--- config.mk ---
export PLATFORM = sky130hd
export DESIGN_NAME = nand_latency_with_jitter
export DESIGN_NICKNAME = d
export VERILOG_FILES = /design/src/hdl/nlj_pkg.sv /design/src/hdl/nlj_ctrl.sv /design/src/hdl/nlj_dp.sv /design/src/hdl/nand_latency_with_jitter.sv
export VERILOG_INCLUDE_DIRS = /design/src /design/src/hdl
export SDC_FILE = /design/constraint.sdc
export NUM_CORES = 2
export LEC_CHECK = 0
export BUFFER_PORTS_ARGS = -buffer_cell sky130_fd_sc_hd__buf_4
export CORE_MARGIN = 3
export CORE_UTILIZATION = 41
export DETAILED_ROUTE_END_ITERATION = 10
export GPL_TIMING_DRIVEN = 0
export PLACE_DENSITY = 0.63
export SYNTH_ARGS = -nofsm -noshare
export SYNTH_HDL_FRONTEND = slang
export SYNTH_HIERARCHICAL = 1
export SYNTH_SLANG_ARGS = --single-unit
--- constraint.sdc ---
create_clock -name clk -period 9.5 [get_ports clk]
set_input_delay 1.425 -clock clk [delete_from_list [all_inputs] [get_ports clk]]
set_output_delay 1.425 -clock clk [all_outputs]
set_load 0.02 [all_outputs]
--- src/hdl/assert_macros.svh ---
// assertion macros shared by the latency block
// no dependencies; included by modules that carry assertions
`ifndef ASSERT_MACROS_SVH
`define ASSERT_MACROS_SVH

// checked on every clock edge outside reset
`define NLJ_ASSERT(lbl, prop, msg) \
  lbl: assert property (@(posedge clk) disable iff (!rst_n) (prop)) else $error(msg);

// checked on every clock edge, reset included
`define NLJ_ASSERT_ALWAYS(lbl, prop, msg) \
  lbl: assert property (@(posedge clk) (prop)) else $error(msg);

`endif

--- src/hdl/nlj_pkg.sv ---
// shared types, constants and helpers for the nand latency block
// no dependencies
`default_nettype none

package nlj_pkg;

  // operation codes
  typedef enum logic [1:0] {
    FUNC_READ  = 2'd0,
    FUNC_PROG  = 2'd1,
    FUNC_ERASE = 2'd2,
    FUNC_NONE  = 2'd3
  } func_t;

  // page kinds
  localparam logic [1:0] KIND_LSB = 2'd0;
  localparam logic [1:0] KIND_CSB = 2'd1;
  localparam logic [1:0] KIND_MSB = 2'd2;

  // register indexes
  localparam int unsigned CFG_IDX_W = 3;
  localparam logic [CFG_IDX_W-1:0] REG_READ_LSB = 3'd0;
  localparam logic [CFG_IDX_W-1:0] REG_READ_CSB = 3'd1;
  localparam logic [CFG_IDX_W-1:0] REG_READ_MSB = 3'd2;
  localparam logic [CFG_IDX_W-1:0] REG_PROG_LSB = 3'd3;
  localparam logic [CFG_IDX_W-1:0] REG_PROG_CSB = 3'd4;
  localparam logic [CFG_IDX_W-1:0] REG_PROG_MSB = 3'd5;
  localparam logic [CFG_IDX_W-1:0] REG_ERASE    = 3'd6;
  localparam logic [CFG_IDX_W-1:0] REG_JITTER   = 3'd7;

  localparam int unsigned LAT_W  = 32;
  localparam int unsigned OUT_W  = 33;
  localparam int unsigned BP_W   = 14;
  localparam int unsigned PAGE_W = 24;

  localparam logic [BP_W-1:0] MAX_JITTER_BP = 14'd10000;

  // generator
  localparam logic [63:0] JITTER_SEED = 64'd0;
  localparam logic [63:0] LCG_MUL     = 64'h5851_F42D_4C95_7F2D;
  localparam logic [63:0] LCG_INC     = 64'h1405_7B7E_F767_814F;

  // remainder unit
  localparam int unsigned DQ_W   = 46;
  localparam int unsigned REM_W  = 16;
  localparam int unsigned DVSR_W = 15;
  localparam int unsigned CNT_W  = 5;
  localparam logic [DVSR_W-1:0] BP_SCALE  = 15'd10000;
  localparam logic [CNT_W-1:0]  RND_STEPS = 5'd16;
  localparam logic [CNT_W-1:0]  SCL_STEPS = 5'd23;

  // multiplier operand select
  typedef enum logic [1:0] {
    MUL_LO_ML    = 2'd0,
    MUL_HI_ML    = 2'd1,
    MUL_LO_MH    = 2'd2,
    MUL_BASE_MAG = 2'd3
  } mul_sel_t;

  typedef struct packed {
    logic     load;
    mul_sel_t mul_sel;
    logic     acc_init;
    logic     acc_add;
    logic     lcg_write;
    logic     div_load_rnd;
    logic     div_load_scl;
    logic     div_step;
    logic     delta_load;
    logic     out_load;
  } nlj_cmd_t;

  typedef struct packed {
    logic skip;
    logic div_last;
  } nlj_sts_t;

  // page index mod 3: nibbles sum since 16 is 1 mod 3, then base-4 digits
  function automatic logic [1:0] page_kind(input logic [PAGE_W-1:0] page);
    logic [6:0] s1;
    logic [3:0] s2;
    logic [1:0] k;
    s1 = '0;
    for (int i = 0; i < PAGE_W / 4; i++) begin
      s1 = s1 + 7'(page[4*i +: 4]);
    end
    s2 = 4'(s1[1:0]) + 4'(s1[3:2]) + 4'(s1[5:4]) + 4'(s1[6]);
    unique case (s2)
      4'd0, 4'd3, 4'd6, 4'd9:  k = KIND_LSB;
      4'd1, 4'd4, 4'd7, 4'd10: k = KIND_CSB;
      4'd2, 4'd5, 4'd8:        k = KIND_MSB;
      default:                 k = KIND_LSB;
    endcase
    return k;
  endfunction

endpackage

`default_nettype wire

--- src/hdl/nlj_ctrl.sv ---
// sequencer for the nand latency block: one item at a time
// depends on nlj_pkg and assert_macros.svh
`default_nettype none

`include "assert_macros.svh"

module nlj_ctrl (
  input  wire logic             clk,
  input  wire logic             rst_n,
  input  wire logic             in_valid,
  output logic                  in_ready,
  output logic                  out_valid,
  input  wire logic             out_ready,
  input  wire nlj_pkg::nlj_sts_t sts,
  output nlj_pkg::nlj_cmd_t     cmd
);

  typedef enum logic [12:0] {
    ST_IDLE    = 13'b0_0000_0000_0001,
    ST_CHECK   = 13'b0_0000_0000_0010,
    ST_LCG0    = 13'b0_0000_0000_0100,
    ST_LCG1    = 13'b0_0000_0000_1000,
    ST_LCG2    = 13'b0_0000_0001_0000,
    ST_LCG3    = 13'b0_0000_0010_0000,
    ST_DIVR_LD = 13'b0_0000_0100_0000,
    ST_DIVR    = 13'b0_0000_1000_0000,
    ST_DELTA   = 13'b0_0001_0000_0000,
    ST_SMUL    = 13'b0_0010_0000_0000,
    ST_DIVS_LD = 13'b0_0100_0000_0000,
    ST_DIVS    = 13'b0_1000_0000_0000,
    ST_FINISH  = 13'b1_0000_0000_0000
  } state_t;

  state_t state_r, state_nxt;
  logic   out_valid_r, out_valid_nxt;

  assign in_ready  = (state_r == ST_IDLE);
  assign out_valid = out_valid_r;

  always_comb begin
    state_nxt = state_r;
    cmd       = '0;
    cmd.mul_sel = nlj_pkg::MUL_LO_ML;
    unique case (state_r)
      ST_IDLE: begin
        if (in_valid) begin
          cmd.load  = 1'b1;
          state_nxt = ST_CHECK;
        end
      end
      ST_CHECK: begin
        state_nxt = sts.skip ? ST_FINISH : ST_LCG0;
      end
      ST_LCG0: begin
        cmd.mul_sel = nlj_pkg::MUL_LO_ML;
        state_nxt   = ST_LCG1;
      end
      ST_LCG1: begin
        cmd.mul_sel  = nlj_pkg::MUL_HI_ML;
        cmd.acc_init = 1'b1;
        state_nxt    = ST_LCG2;
      end
      ST_LCG2: begin
        cmd.mul_sel = nlj_pkg::MUL_LO_MH;
        cmd.acc_add = 1'b1;
        state_nxt   = ST_LCG3;
      end
      ST_LCG3: begin
        cmd.lcg_write = 1'b1;
        state_nxt     = ST_DIVR_LD;
      end
      ST_DIVR_LD: begin
        cmd.div_load_rnd = 1'b1;
        state_nxt        = ST_DIVR;
      end
      ST_DIVR: begin
        cmd.div_step = 1'b1;
        if (sts.div_last) begin
          state_nxt = ST_DELTA;
        end
      end
      ST_DELTA: begin
        cmd.delta_load = 1'b1;
        state_nxt      = ST_SMUL;
      end
      ST_SMUL: begin
        cmd.mul_sel = nlj_pkg::MUL_BASE_MAG;
        state_nxt   = ST_DIVS_LD;
      end
      ST_DIVS_LD: begin
        cmd.div_load_scl = 1'b1;
        state_nxt        = ST_DIVS;
      end
      ST_DIVS: begin
        cmd.div_step = 1'b1;
        if (sts.div_last) begin
          state_nxt = ST_FINISH;
        end
      end
      ST_FINISH: begin
        if (!out_valid_r || out_ready) begin
          cmd.out_load = 1'b1;
          state_nxt    = ST_IDLE;
        end
      end
      default: begin
        state_nxt = ST_IDLE;
      end
    endcase
  end

  always_comb begin
    out_valid_nxt = out_valid_r;
    priority if (cmd.out_load) begin
      out_valid_nxt = 1'b1;
    end else if (out_ready) begin
      out_valid_nxt = 1'b0;
    end
  end

  always_ff @(posedge clk) begin
    if (!rst_n) begin
      state_r     <= ST_IDLE;
      out_valid_r <= 1'b0;
    end else begin
      state_r     <= state_nxt;
      out_valid_r <= out_valid_nxt;
    end
  end

  `NLJ_ASSERT(a_one_item, (in_valid && in_ready) |=> !in_ready, "second item taken while busy")
  `NLJ_ASSERT(a_no_overwrite, (out_valid_r && !out_ready) |-> !cmd.out_load,
              "pending result overwritten")
  `NLJ_ASSERT_ALWAYS(a_reset_clears, !rst_n |=> !out_valid_r, "result valid after reset")

endmodule

`default_nettype wire

--- src/hdl/nlj_dp.sv ---
// datapath for the nand latency block: registers, generator, multiplier,
// two-bit-per-cycle remainder unit and result register; depends on nlj_pkg
`default_nettype none

`include "assert_macros.svh"

module nlj_dp (
  input  wire logic                              clk,
  input  wire logic                              rst_n,
  input  wire logic                              cfg_we,
  input  wire logic [nlj_pkg::CFG_IDX_W-1:0]     cfg_index,
  input  wire logic [nlj_pkg::LAT_W-1:0]         cfg_data,
  input  wire logic [1:0]                        in_func,
  input  wire logic [nlj_pkg::PAGE_W-1:0]        in_page_index,
  output logic [nlj_pkg::OUT_W-1:0]              out_latency_ns,
  input  wire nlj_pkg::nlj_cmd_t                 cmd,
  output nlj_pkg::nlj_sts_t                      sts
);

  logic [nlj_pkg::LAT_W-1:0] read_lsb_r, read_csb_r, read_msb_r;
  logic [nlj_pkg::LAT_W-1:0] prog_lsb_r, prog_csb_r, prog_msb_r;
  logic [nlj_pkg::LAT_W-1:0] erase_r;
  logic [nlj_pkg::BP_W-1:0]  jbp_r;
  logic [63:0]               lcg_r, lcg_nxt;

  logic [nlj_pkg::LAT_W-1:0] base_r, base_nxt;
  logic [nlj_pkg::BP_W-1:0]  bp_r, bp_nxt;
  logic [1:0]                kind;
  logic [63:0]               p_r, p_nxt;
  logic [31:0]               mul_a, mul_b;
  logic [63:0]               acc_r;

  logic [nlj_pkg::DQ_W-1:0]   dq_r, dq_nxt;
  logic [nlj_pkg::REM_W-1:0]  rem_r, rem_nxt;
  logic [nlj_pkg::DVSR_W-1:0] dvsr_r;
  logic [nlj_pkg::CNT_W-1:0]  cnt_r;
  logic [nlj_pkg::REM_W:0]    trial;
  logic                       ge;

  logic [nlj_pkg::BP_W-1:0]  mag_r;
  logic                      neg_r;
  logic [nlj_pkg::OUT_W-1:0] quo, base_x, half_x, up_x, dn_x, res;
  logic [nlj_pkg::OUT_W-1:0] out_lat_r;

  // base latency pick
  always_comb begin
    kind = nlj_pkg::page_kind(in_page_index);
    unique case (in_func)
      nlj_pkg::FUNC_READ: begin
        unique case (kind)
          nlj_pkg::KIND_LSB: base_nxt = read_lsb_r;
          nlj_pkg::KIND_CSB: base_nxt = read_csb_r;
          default:           base_nxt = read_msb_r;
        endcase
      end
      nlj_pkg::FUNC_PROG: begin
        unique case (kind)
          nlj_pkg::KIND_LSB: base_nxt = prog_lsb_r;
          nlj_pkg::KIND_CSB: base_nxt = prog_csb_r;
          default:           base_nxt = prog_msb_r;
        endcase
      end
      nlj_pkg::FUNC_ERASE: base_nxt = erase_r;
      default:             base_nxt = '0;
    endcase
    bp_nxt = (jbp_r > nlj_pkg::MAX_JITTER_BP) ? nlj_pkg::MAX_JITTER_BP : jbp_r;
  end

  assign sts.skip     = (base_r == '0) || (bp_r == '0);
  assign sts.div_last = (cnt_r == '0);

  // shared 32x32 multiplier, registered product
  always_comb begin
    unique case (cmd.mul_sel)
      nlj_pkg::MUL_LO_ML: begin
        mul_a = lcg_r[31:0];
        mul_b = nlj_pkg::LCG_MUL[31:0];
      end
      nlj_pkg::MUL_HI_ML: begin
        mul_a = lcg_r[63:32];
        mul_b = nlj_pkg::LCG_MUL[31:0];
      end
      nlj_pkg::MUL_LO_MH: begin
        mul_a = lcg_r[31:0];
        mul_b = nlj_pkg::LCG_MUL[63:32];
      end
      default: begin
        mul_a = base_r;
        mul_b = 32'(mag_r);
      end
    endcase
    p_nxt   = 64'(mul_a) * 64'(mul_b);
    lcg_nxt = acc_r + {p_r[31:0], 32'd0};
  end

  // two restoring remainder steps a cycle
  always_comb begin
    rem_nxt = rem_r;
    dq_nxt  = dq_r;
    trial   = '0;
    ge      = 1'b0;
    for (int k = 0; k < 2; k++) begin
      trial   = {rem_nxt, dq_nxt[nlj_pkg::DQ_W-1]};
      ge      = (trial >= (nlj_pkg::REM_W+1)'(dvsr_r));
      rem_nxt = ge ? nlj_pkg::REM_W'(trial - (nlj_pkg::REM_W+1)'(dvsr_r))
                   : trial[nlj_pkg::REM_W-1:0];
      dq_nxt  = {dq_nxt[nlj_pkg::DQ_W-2:0], ge};
    end
  end

  // final latency: signed scale applied as magnitude, then half-base floor
  always_comb begin
    quo    = dq_r[nlj_pkg::OUT_W-1:0];
    base_x = nlj_pkg::OUT_W'(base_r);
    half_x = nlj_pkg::OUT_W'(base_r[nlj_pkg::LAT_W-1:1]);
    up_x   = base_x + quo;
    dn_x   = base_x - quo;
    priority if (sts.skip) begin
      res = base_x;
    end else if (!neg_r) begin
      res = up_x;
    end else if (dn_x < half_x) begin
      res = half_x;
    end else begin
      res = dn_x;
    end
  end

  assign out_latency_ns = out_lat_r;

  always_ff @(posedge clk) begin
    if (!rst_n) begin
      read_lsb_r <= '0;
      read_csb_r <= '0;
      read_msb_r <= '0;
      prog_lsb_r <= '0;
      prog_csb_r <= '0;
      prog_msb_r <= '0;
      erase_r    <= '0;
      jbp_r      <= '0;
      lcg_r      <= nlj_pkg::JITTER_SEED;
    end else begin
      if (cfg_we) begin
        unique case (cfg_index)
          nlj_pkg::REG_READ_LSB: read_lsb_r <= cfg_data;
          nlj_pkg::REG_READ_CSB: read_csb_r <= cfg_data;
          nlj_pkg::REG_READ_MSB: read_msb_r <= cfg_data;
          nlj_pkg::REG_PROG_LSB: prog_lsb_r <= cfg_data;
          nlj_pkg::REG_PROG_CSB: prog_csb_r <= cfg_data;
          nlj_pkg::REG_PROG_MSB: prog_msb_r <= cfg_data;
          nlj_pkg::REG_ERASE:    erase_r    <= cfg_data;
          default:               jbp_r      <= cfg_data[nlj_pkg::BP_W-1:0];
        endcase
      end
      if (cmd.lcg_write) begin
        lcg_r <= lcg_nxt;
      end
    end
  end

  always_ff @(posedge clk) begin
    p_r <= p_nxt;
    if (cmd.load) begin
      base_r <= base_nxt;
      bp_r   <= bp_nxt;
    end
    if (cmd.acc_init) begin
      acc_r <= p_r + nlj_pkg::LCG_INC;
    end else if (cmd.acc_add) begin
      acc_r <= acc_r + {p_r[31:0], 32'd0};
    end
    if (cmd.div_load_rnd) begin
      dq_r   <= {lcg_r[63:32], (nlj_pkg::DQ_W-32)'(0)};
      rem_r  <= '0;
      dvsr_r <= {bp_r, 1'b1};
      cnt_r  <= nlj_pkg::RND_STEPS - 1'b1;
    end else if (cmd.div_load_scl) begin
      dq_r   <= p_r[nlj_pkg::DQ_W-1:0];
      rem_r  <= '0;
      dvsr_r <= nlj_pkg::BP_SCALE;
      cnt_r  <= nlj_pkg::SCL_STEPS - 1'b1;
    end else if (cmd.div_step) begin
      dq_r  <= dq_nxt;
      rem_r <= rem_nxt;
      cnt_r <= cnt_r - 1'b1;
    end
    if (cmd.delta_load) begin
      neg_r <= (rem_r < nlj_pkg::REM_W'(bp_r));
      mag_r <= (rem_r < nlj_pkg::REM_W'(bp_r))
             ? nlj_pkg::BP_W'(nlj_pkg::REM_W'(bp_r) - rem_r)
             : nlj_pkg::BP_W'(rem_r - nlj_pkg::REM_W'(bp_r));
    end
    if (cmd.out_load) begin
      out_lat_r <= res;
    end
  end

  `NLJ_ASSERT(a_gen_when_jitter, cmd.lcg_write |-> !sts.skip,
              "generator advanced without active jitter")
  `NLJ_ASSERT(a_mag_range, $past(cmd.delta_load) |-> (mag_r <= nlj_pkg::MAX_JITTER_BP),
              "jitter offset beyond span")
  `NLJ_ASSERT(a_div_ends, (cmd.div_step && sts.div_last) |=> !cmd.div_step,
              "remainder unit stepped past its count")

endmodule

`default_nettype wire

--- src/hdl/nand_latency_with_jitter.sv ---
// top level of the nand latency block: controller plus datapath
// depends on nlj_pkg, nlj_ctrl and nlj_dp
`default_nettype none

// Turns each read, program or erase item into one latency in ns. Read and
// program pick one of three base registers by page_index mod 3 (lsb, csb,
// msb); erase uses its own register; func 3 gives base 0. With jitter_bp
// nonzero (capped at 10000) and a nonzero base, a 64-bit lcg advances (three
// partial products through one 32x32 multiplier), its top half mod
// (2*bp+1) minus bp gives delta, and the result is base + trunc(base*delta
// /10000), floored at base/2. Items are worked one at a time: a jittered item
// passes check, generator, remainder, delta, scale multiply and scale divide
// states before the result register; an item with jitter off or base 0 goes
// from the check straight to it. The shared remainder unit retires two
// quotient bits a cycle, first for the random remainder, then for the divide
// by 10000. A finished result sits in an output register, so the next item is
// taken while it waits. Configuration is a plain write port (no read-back),
// index i for register i, and must only be written while the block is idle.
module nand_latency_with_jitter (
  input  wire logic                          clk,
  input  wire logic                          rst_n,
  // configuration writes
  input  wire logic                          cfg_we,
  input  wire logic [nlj_pkg::CFG_IDX_W-1:0] cfg_index,
  input  wire logic [nlj_pkg::LAT_W-1:0]     cfg_data,
  // request items
  input  wire logic                          in_valid,
  output logic                               in_ready,
  input  wire logic [1:0]                    in_func,
  input  wire logic [nlj_pkg::PAGE_W-1:0]    in_page_index,
  // result items
  output logic                               out_valid,
  input  wire logic                          out_ready,
  output logic [nlj_pkg::OUT_W-1:0]          out_latency_ns
);

  // command and status between sequencer and datapath
  nlj_pkg::nlj_cmd_t cmd;
  nlj_pkg::nlj_sts_t sts;

  // sequencer: accepts an item, steps generator, remainder and scale phases
  nlj_ctrl u_ctrl (
    .clk       (clk),
    .rst_n     (rst_n),
    .in_valid  (in_valid),
    .in_ready  (in_ready),
    .out_valid (out_valid),
    .out_ready (out_ready),
    .sts       (sts),
    .cmd       (cmd)
  );

  // datapath: config registers, lcg, multiplier, divider, result register
  nlj_dp u_dp (
    .clk            (clk),
    .rst_n          (rst_n),
    .cfg_we         (cfg_we),
    .cfg_index      (cfg_index),
    .cfg_data       (cfg_data),
    .in_func        (in_func),
    .in_page_index  (in_page_index),
    .out_latency_ns (out_latency_ns),
    .cmd            (cmd),
    .sts            (sts)
  );

endmodule

`default_nettype wire
==> flow_summary.ini <==
[critical_path]
crit_path_frequent_cell = fa_1
path_buf_inv = 8
critPathArrivalTime_ns = 10.14
r2r_slack_ns = -0.13
slowest_stage = fa_2
path_max_fanout = 6
cp-end-kind = flip-flop
start_kind = flip-flop
required_ns = 10.02
critPathKind = reg -> reg
cpPeakStageDelay_ns = 0.61
crit_family = adder cells

[die]
fp.dieW_um = 399
rows = 143
start_util_pct = 41.4
core-area_sq_um = 153000
pin_count = 101
fp.dieArea_sq_um = 159000
die_h_um = 399

[route]
vias_per_cell = 5.63
wl_per_cell_um = 24.0
ant_nets = 0
vias = 53686
first_pass_iters = 7
routed_wl_um = 229000
drcViolationCount = 0
drtIter0Drc = 5858

[status]
violations = setup timing
outcome = finished, violations left

[sta]
finalCriticalPeriod_ns = 9.63
period_share_pct = 101
finalSetupViolCount = 5
max_slew.worst_pin.slew_ns = 1.25
hold_viol = 0
fin_skew_ns = 0.0275
slew_headroom_pct = 16.7
hold_slack_ns = 0.452
finalMaxSlewViolations = 0
fmax_mhz = 104
worst_slack_ns = -0.125
rsz0062_at_grt = yes

[logic_synthesis]
syn_inst = 7214
synth_warnings = 6
async_reset_ff_share_pct = 0
syn-num-nets = 8582
ys.flop_type = dfxtp_1
synth-edff-count = 204
ys_seq_area_share_pct = 22.9
syn_area_sq_um = 63200
synth-seq-cells = 620
avgSynthCellArea_sq_um = 8.77
synth.distinct_cells = 120

[flow_run]
cap_viol_max_count = 0

[global_routing]
grt_pass1_vias = 52770
grt_max_degree = 34
antenna_found_initial = 9
grt_pass1_wl_um = 339000
overflow = 0
globalRouteTotalUtil_pct = 28.5

[clock_tree]
clk_pin_slew_ns = 0.07
clkLatencyLatePin_ns = 0.66
cts-root-buf = clkbuf_16
htree_levels = 3
cts_tree = built
cts_buffers = 66
clockBufferDepth = 3
holdBufCountCts = 0
clock-sinks = 620

[pwr]
p_per_area_nw_per_um2 = 196
total_power_mw = 14.0
ir_worst_vdd_uv = 361
p_leak_nw = 32.6

[placed_design]
hpwl_um = 184000
place_congestion = 1.02
portBuffers = 83

[finish]
layout.nets = 8828
drive_above_1_share_pct = 10.3
multiInputGateArea_sq_um = 44900
register_area_sq_um = 14500
fill_cells = 14532
fin_util_pct = 46.8
area_growth_pct = 13.0

[worst_hold_path]
hold_path.class = reg -> reg
==> synthesized netlist by cell type (86+ instances only) <==
master / n / area [sq um]
inv_1: 1011 / 3790
nand2_1: 915 / 3430
nor2_1: 702 / 2640
fa_1: 699 / 14000
a21oi_1: 646 / 3230
ha_1: 603 / 7540
dfxtp_1: 416 / 8330
clkbuf_1: 263 / 987
mux2i_1: 214 / 2140
edfxtp_1: 204 / 6130
o21ai_0: 189 / 946
xnor2_1: 146 / 1280
a21o_1: 94 / 706
xor2_1: 86 / 753
==> metal layers <==
layer	routed length, um	track usage, %
met1	96000	39.4
met2	99500	43.8
met5	47	0
met3	23500	5.85
met4	9900	10.5
==> tightest hold or removal path: cells and delay by family (launching register included) <==
| kind | cells | cell delay, ns |
|---|---|---|
| AO/OA/AOI/OAI | 1 | 0.05 |
| flip-flops | 1 | 0.31 |
| AND/OR/NAND/NOR | 1 | 0.05 |
==> metrics by stage <==
| stage | std cells | cell area (sq um) | setup TNS, ns | setup WS, ns |
|---|---|---|---|---|
| after floorplan | 7214 | 63300 | 0 | 0.000188 |
| after global placement | 9327 | 66400 | -132.14 | -3.82 |
| after detailed placement | 9328 | 66400 | -139.23 | -3.97 |
| after CTS | 9499 | 70600 | 0 | 0.00279 |
| after global routing | 9543 | 71500 | -2.18 | -0.235 |
| final | 9544 | 71500 | -0.308 | -0.125 |
==> placed cells by master, fill, tap and decap left out, types with 26 or more instances in the layout <==
| master | count |
|---|---|
| inv_1 | 997 |
| nand2_1 | 900 |
| fa_1 | 672 |
| nor2_1 | 660 |
| a21oi_1 | 593 |
| ha_1 | 582 |
| dfxtp_1 | 411 |
| mux2i_1 | 212 |
| edfxtp_1 | 204 |
| buf_4 | 198 |
| clkbuf_1 | 197 |
| o21ai_0 | 177 |
| xnor2_1 | 145 |
| xor2_1 | 86 |
| clkbuf_16 | 77 |
| nor2b_1 | 74 |
| a21o_1 | 72 |
| and2_1 | 67 |
| nor3_1 | 61 |
| a211oi_1 | 56 |
| nand3_1 | 53 |
| nand4_1 | 45 |
| nand2b_1 | 45 |
| o21a_1 | 40 |
| o21bai_1 | 40 |
| o22ai_1 | 37 |
| a21oi_2 | 33 |
| nor2_2 | 29 |
| mux2_2 | 28 |
| clkbuf_2 | 27 |
| fa_2 | 27 |
| nor4_1 | 26 |
| buf_2 | 26 |
==> final timing paths <==
check / start / endpoint / cells after the start
setup / recovery: u_ctrl/state_r[10] / u_dp/p_r[53] / 34
hold / removal: u_dp/read_lsb_r[16] / u_dp/read_lsb_r[16] / 2
setup reg to reg: u_ctrl/state_r[10] / u_dp/p_r[53] / 34
hold reg to reg: u_dp/read_lsb_r[16] / u_dp/read_lsb_r[16] / 2
==> sequential cells by signal (all words and copies together), names as in the netlist, 33 cells and up <==
register,flops
u_dp/acc_r,64
u_dp/dq_r,46
u_dp/lcg_r,64
u_dp/out_latency_ns,33
u_dp/p_r,64
==> logic make-up (layout without fill, tap and decap cells) <==
| family | after synthesis | in the layout | share of synthesized area (%) |
|---|---|---|---|
| AND/OR/NAND/NOR | 2123 | 2124 | 14.7 |
| buffers and inverters | 1357 | 1655 | 8.35 |
| AO/OA/AOI/OAI | 1333 | 1333 | 12.9 |
| adder cells (fa/ha/maj) | 1302 | 1302 | 34.1 |
| flip-flops | 620 | 620 | 22.9 |
| multiplexers | 246 | 246 | 3.96 |
| XOR/XNOR | 233 | 233 | 3.26 |
| other | 0 | 1 | 0 |
==> repair_timing <==
action                     CTS  global route
cloned                       2             0
setup endpoints to repair   54            28
pin swaps                   88            81
buffers inserted            70            46
gates resized for setup    359           158
==> area by class of cell <==
type / instances / area share, %
diodes: 1 / 0.00350
plain buffers: 320 / 2.54
clock buffers: 82 / 2.52
clock inverters: 39 / 0.711
inverters: 1014 / 5.33
multi-input cells: 5238 / 62.8
flip-flops and latches: 620 / 20.2
well taps: 2030 / 3.55
repair buffers: 200 / 2.26
==> where the power goes <==
group	internal, mW	total (mW)	switching (mW)
Clock	1.58	2.77	1.19
Combinational	2.66	7.79	5.12
Sequential	2.96	3.44	0.476
Note: power is estimated with default switching activity, not from simulation.
